`config.mk`:
```
export PLATFORM = sky130hd
export DESIGN_NAME = spq_cell
export DESIGN_NICKNAME = d
export VERILOG_FILES = /design/src/hw/rtl/spq_pkg.sv /design/src/hw/rtl/spq_cell.sv
export SDC_FILE = /design/constraint.sdc
export NUM_CORES = 1
export LEC_CHECK = 0
export ABC_AREA = 1
export BUFFER_PORTS_ARGS = -buffer_cell sky130_fd_sc_hd__buf_2
export CAP_MARGIN = 20
export CORE_ASPECT_RATIO = 2
export CORE_MARGIN = 3
export CORE_UTILIZATION = 40
export CTS_BUF_LIST = sky130_fd_sc_hd__clkbuf_8 sky130_fd_sc_hd__clkbuf_16
export CTS_CLUSTER_DIAMETER = 200
export DETAILED_ROUTE_END_ITERATION = 10
export GPL_ROUTABILITY_DRIVEN = 0
export PLACE_DENSITY = 0.77
export SYNTH_ARGS = -nofsm -noshare
export SYNTH_HDL_FRONTEND = slang
export SYNTH_SLANG_ARGS = --single-unit
```
`constraint.sdc`:
```
create_clock -name clk -period 4.4 [get_ports clk]
set_input_delay 1.1 -clock clk [delete_from_list [all_inputs] [get_ports clk]]
set_output_delay 1.1 -clock clk [all_outputs]
set_load 0.005 [all_outputs]
```
`src/hw/rtl/spq_pkg.sv`:
```
// Package for the sorted priority queue: operation codes, entry and command types.
// No dependencies; every other file of the block imports it.
package spq_pkg;

  localparam int CAPACITY = 64;
  localparam int CNT_W    = $clog2(CAPACITY + 1);

  typedef enum logic [1:0] {
    KIND_ENQ  = 2'd0,
    KIND_DEQ  = 2'd1,
    KIND_PEEK = 2'd2
  } kind_t;

  // Value sits in the low half so the input tdata maps straight onto it.
  typedef struct packed {
    logic signed [31:0] prio;
    logic signed [31:0] value;
  } entry_t;

  // Broadcast from the control logic to every cell.
  typedef struct packed {
    logic   ins;
    logic   del;
    entry_t data;
  } cmd_t;

endpackage

```
`src/hw/rtl/spq_cell.sv`:
```
// One storage cell of the sorted priority queue chain.
// Depends on spq_pkg for the entry and command types.
module spq_cell (
  input  logic           clk,
  input  spq_pkg::cmd_t   cmd,
  input  logic           occupied,
  input  logic           prev_take,
  input  spq_pkg::entry_t prev_entry,
  input  spq_pkg::entry_t next_entry,
  output logic           take,
  output spq_pkg::entry_t entry
);
  import spq_pkg::*;

  // A cell gives way to the new pair when its own priority is equal or lower,
  // or when it holds nothing.
  always_comb begin
    take = occupied ? (cmd.data.prio >= entry.prio) : 1'b1;
  end

  always_ff @(posedge clk) begin
    if (cmd.ins && take) begin
      entry <= prev_take ? prev_entry : cmd.data;
    end else if (cmd.del) begin
      entry <= next_entry;
    end
  end

endmodule

```
After elaboration in Yosys (flattened, before gate mapping)
Cells that the tools add are included.
{"block": "classes", "magnitude_cmp": 1, "mux": 4, "reduce_logical": 2}
{"cell": "two-way mux 64 bit", "n": 3}
{"cell": ">= comparator 32 bit", "n": 1}
{"cell": "nonzero test 2 bit", "n": 1}
{"cell": "logical AND 1 bit", "n": 1}
{"cell": "two-way mux 1 bit", "n": 1}
{"block": "word_totals", "ff_bits": 64, "output_inout_bits": 65, "wordCells": 9}

Logic depth before layout (Yosys ltp)
{"block": "depth", "word_depth": 4, "depth_mapped": 20}

Least setup slack after synthesis
Ideal clock, no wire load.
{"block": "synth_timing", "path_type": "input to register", "from": "input cmd[63] (netlist bit)", "to": "register entry[0] (netlist bit), enable pin", "setup_time_ns": 0.424, "t_arrival_ns": 3.833, "required_ns": 3.976, "slack_ns": 0.143, "cell_stages": 13, "n_path_buf": 2, "path_cell_list": "ha_1 nand2_1 nor2_1 and2_1 and3_1 nand2_1 nand2_1 nand2_1 nand3_2 nand2_1 buf_4 buf_6 nand2_1"}
{"block": "synth_via", "elab_chain_len": 4}
{"item": "start: declaration", "line_no": "spq_cell.sv:5", "rtl": "input spq_pkg::cmd_t cmd,"}
{"item": ">= comparator 32 bit", "line_no": "spq_cell.sv:18", "rtl": "take = occupied ? (cmd.data.prio >= entry.prio) : 1'b1;"}
{"item": "two-way mux 1 bit", "line_no": "spq_cell.sv:18"}
{"item": "logical AND 1 bit", "line_no": "spq_cell.sv:22", "rtl": "if (cmd.ins && take) begin"}
{"item": "nonzero test 2 bit (no line)"}
{"item": "end signal: assignment", "line_no": "spq_cell.sv:23", "rtl": "entry <= prev_take ? prev_entry : cmd.data;"}
{"item": "end signal: assignment", "line_no": "spq_cell.sv:25", "rtl": "entry <= next_entry;"}
{"item": "end: declaration", "line_no": "spq_cell.sv:11", "rtl": "output spq_pkg::entry_t entry"}
Every way passes these cells.
A chain may end at the register's enable or synchronous reset.

Final worst setup path
{"block": "layout_timing", "from": "input cmd[63] (netlist bit)", "to": "output take"}
{"block": "layout_via", "elab_chain_len": 2}
{"item": ">= comparator 32 bit", "line_no": "spq_cell.sv:18"}
{"item": "two-way mux 1 bit", "line_no": "spq_cell.sv:18"}
{"item": "end: declaration", "line_no": "spq_cell.sv:10", "rtl": "output logic take,"}
Every way passes these cells.

==> metrics.log <==
[metrics] status: completed
[metrics] area of the mapped netlist: 4500 µm²
[metrics] register ranked first by flip-flop count: entry
[metrics] Post-Syn Area per Cell: 9.08 µm²
[metrics] critical path type: in2out
[metrics] DRC violations left: 0
[metrics] post-route fraction of the period consumed by the critical path: 83.9%
[metrics] Top Ports: 262
[metrics] Cell Rows: 54
[metrics] antenna violations before repair: 1
[metrics] setup repair bufs after CTS: 0
[metrics] reg-to-reg startpoint: entry[63]
[metrics] end of the worst register-to-register path: entry[31]
[metrics] proportion of synthesized chip area in sequential cells: 42.7%
[metrics] instance count of the mapped netlist: 495
[metrics] n_diodes: 0
[metrics] type of origin of the critical path: input pin
[metrics] number of clock sinks seen by CTS: 64
[metrics] first-pass GRT wire length: 20900 µm
[metrics] initial standard-cell utilization of the core: 41.1%
[metrics] cell type with the largest total area after synthesis: edfxtp_1
[metrics] total global routing track utilization: 21.9%
[metrics] clock tree from TritonCTS: built
[metrics] total congestion overflow: 0
[metrics] number of different library cells in the post-synthesis netlist: 21
[metrics] maximum number of pins on one net before global-route repair: 65
[metrics] number of buffers on the longest clock path: 2
[metrics] post-CTS clock slew at the launch and capture registers of the worst setup and hold paths: 50 ps
[metrics] Max Transition Viols Final: 0
[metrics] share of post-route cells with drive strength above 1: 46.3%
[metrics] die span in y: 156 µm
[metrics] critical path required time: 3300 ps
[metrics] largest vdd supply drop: 0.000185 V
[metrics] number of global-route vias before repair: 4431
[metrics] number of gates given a new drive strength after cts: 0
[metrics] average detailed-routed wire length per instance: 15.6 µm
[metrics] HPWL reported at the end of detailed placement: 11000 µm
[metrics] nets@finish: 977
[metrics] hold buffer count at cts: 0
[metrics] Critical Path Start: cmd[63]
[metrics] worst slew pin tran: 694 ps
[metrics] total number of H-tree levels: 3
[metrics] 1st-pass router iterations: 4
[metrics] P_leak: 3.27 nW
[metrics] placeable core region: 10900 µm²
[metrics] highest-count cells in the layout ignoring fill and taps: buf_2, nand2_1, nand3_1
[metrics] worst-case register-to-register setup slack: 1720 ps
[metrics] Cells on Worst Hold Path: 3
[metrics] crit end category: primary output
[metrics] Post-Route WL: 13800 µm
[metrics] depth of the worst register-to-register path: 13
[metrics] unrepaired setup endpoints after global routing: no
[metrics] upper clock frequency limit: 271 MHz
[metrics] vias post-DR: 4353
[metrics] Worst Skew: 8.45 ps
[metrics] final critical-path required period: 3690 ps
[metrics] Slew headroom: 53.7%
[metrics] post-synthesis net count: 724
[metrics] overall power of the completed layout: 2.08 mW
[metrics] share of the synthesized area in the top cell type: 42.7%
[metrics] number of setup violations in the final report: 0
[metrics] register bit count reported by yosys: 64
[metrics] most frequent standard cell in the layout excluding fill and tap cells: buf_2
[metrics] Die ar.: 12600 µm²
[metrics] violation count after the first detailed-route iteration: 163
[metrics] Final Hold Violating Endpoints: 0
[metrics] Total Neg Setup Slack: 0 ps
[metrics] max_cap viols: 0
[metrics] average vias per placed instance: 4.90
[metrics] worst min path class: in2reg
[metrics] P per Cell Area: 339 nW/µm²
[metrics] endpoint of the worst setup timing path: take
[metrics] cell types occupying the most area after synthesis: edfxtp_1, mux2_2, nand2_1
[metrics] number of routed nets with antenna violations: 0
[metrics] clock root cell: clkbuf_16
[metrics] chip width: 81.0 µm
[metrics] TritonCTS buffer count: 9
[metrics] synth warn: 0
[metrics] Clock Latency Late Sink: 320 ps
[metrics] registers with the highest flip-flop counts: entry (64)
[metrics] quantity of I/O buffers inserted on ports: 261
[metrics] arrival time of the worst setup path: 2590 ps
[metrics] top fanout value on the critical path: 4
[metrics] area delta synth->final: 36.3%
[metrics] flip-flop count of the largest register, all copies and words added: 64
-- metal layers --
layer | share of wire, % | up-vias | track usage, %
li1 | - | 2187 | -
met1 | 35 | 1952 | 22.5
met2 | 55 | 177 | 40.5
met3 | 6.6 | 35 | 5.20
met4 | 3.4 | 2 | 10.2
met5 | 0.094 | - | 0
-- cell families (layout without fill, tap and decap cells) --
group           count (synthesis)  after routing  synth area share [%]
fa+ha+maj                      32             32                  8.90
compound gates                 23             23                  2.84
flops                          64             64                  42.7
buf+inv                        68            322                  7.15
simple gates                  245            245                  22.6
mux                            63             63                  15.8
-- synthesized netlist by cell type --
| master | n |
|---|---|
| buf_6 | 5 |
| nand2_1 | 165 |
| ha_1 | 32 |
| nor2_1 | 10 |
| buf_4 | 7 |
| clkbuf_1 | 14 |
| nand3_2 | 1 |
| and3_1 | 1 |
| nand3_1 | 66 |
| and2_1 | 1 |
| buf_2 | 2 |
| edfxtp_1 | 64 |
| o21ai_1 | 1 |
| o21ai_0 | 3 |
| a21boi_0 | 1 |
| a21o_1 | 2 |
| o21a_1 | 2 |
| mux2_2 | 63 |
| a21oi_1 | 14 |
| nand4_1 | 1 |
| inv_1 | 40 |
-- worst max-delay path: stages --
cell      delay (ps)
buf_2            110
ha_1             340
nand2_1          100
nor2_1            60
and2_1           140
and3_1           150
a21boi_0         240
nand3_2          180
buf_2            170
-- power breakdown --
| group | internal, mW | total [mW] | switching, mW | leakage (nW) |
|---|---|---|---|---|
| sequential | 0.802 | 0.836 | 0.0335 | 0.655 |
| clock | 0.363 | 0.600 | 0.237 | 0.120 |
| combinational | 0.287 | 0.640 | 0.353 | 2.49 |
| total | 1.45 | 2.08 | 0.623 | 3.27 |
-- worst min path at each step --
stage                         startpoint   endpoint  slack, ps
after floorplan                entry[63]   entry[0]       1090
after global placement     next_entry[6]   entry[6]       1360
after detailed placement  next_entry[10]  entry[10]       1370
after CTS                 next_entry[10]  entry[10]       1020
after global routing      next_entry[20]  entry[20]       1030
final                     next_entry[16]  entry[16]       1040
-- area by class of cell --
class	instances	area, µm²
multi-input combinational	363	2260
clock inverter	3	13.8
inverter	40	150
timing repair buffer	270	1390
tap	140	175
sequential	64	1920
fill	1052	4810
clock buffer	9	225
-- stage by stage --
step | instance area [µm²] | utilization (%) | setup slack, ps | hold slack [ps] | cells
after floorplan | 4500 | - | 143 | 1090 | 495
after global routing | 6130 | 56.0 | 550 | 1030 | 889
after CTS | 6130 | 56.0 | 678 | 1020 | 889
after global placement | 5890 | 53.8 | 743 | 1360 | 877
after detailed placement | 5890 | 53.8 | 683 | 1370 | 877
final | 6130 | 56.0 | 709 | 1040 | 889
Power figures use the tool's default switching activity.
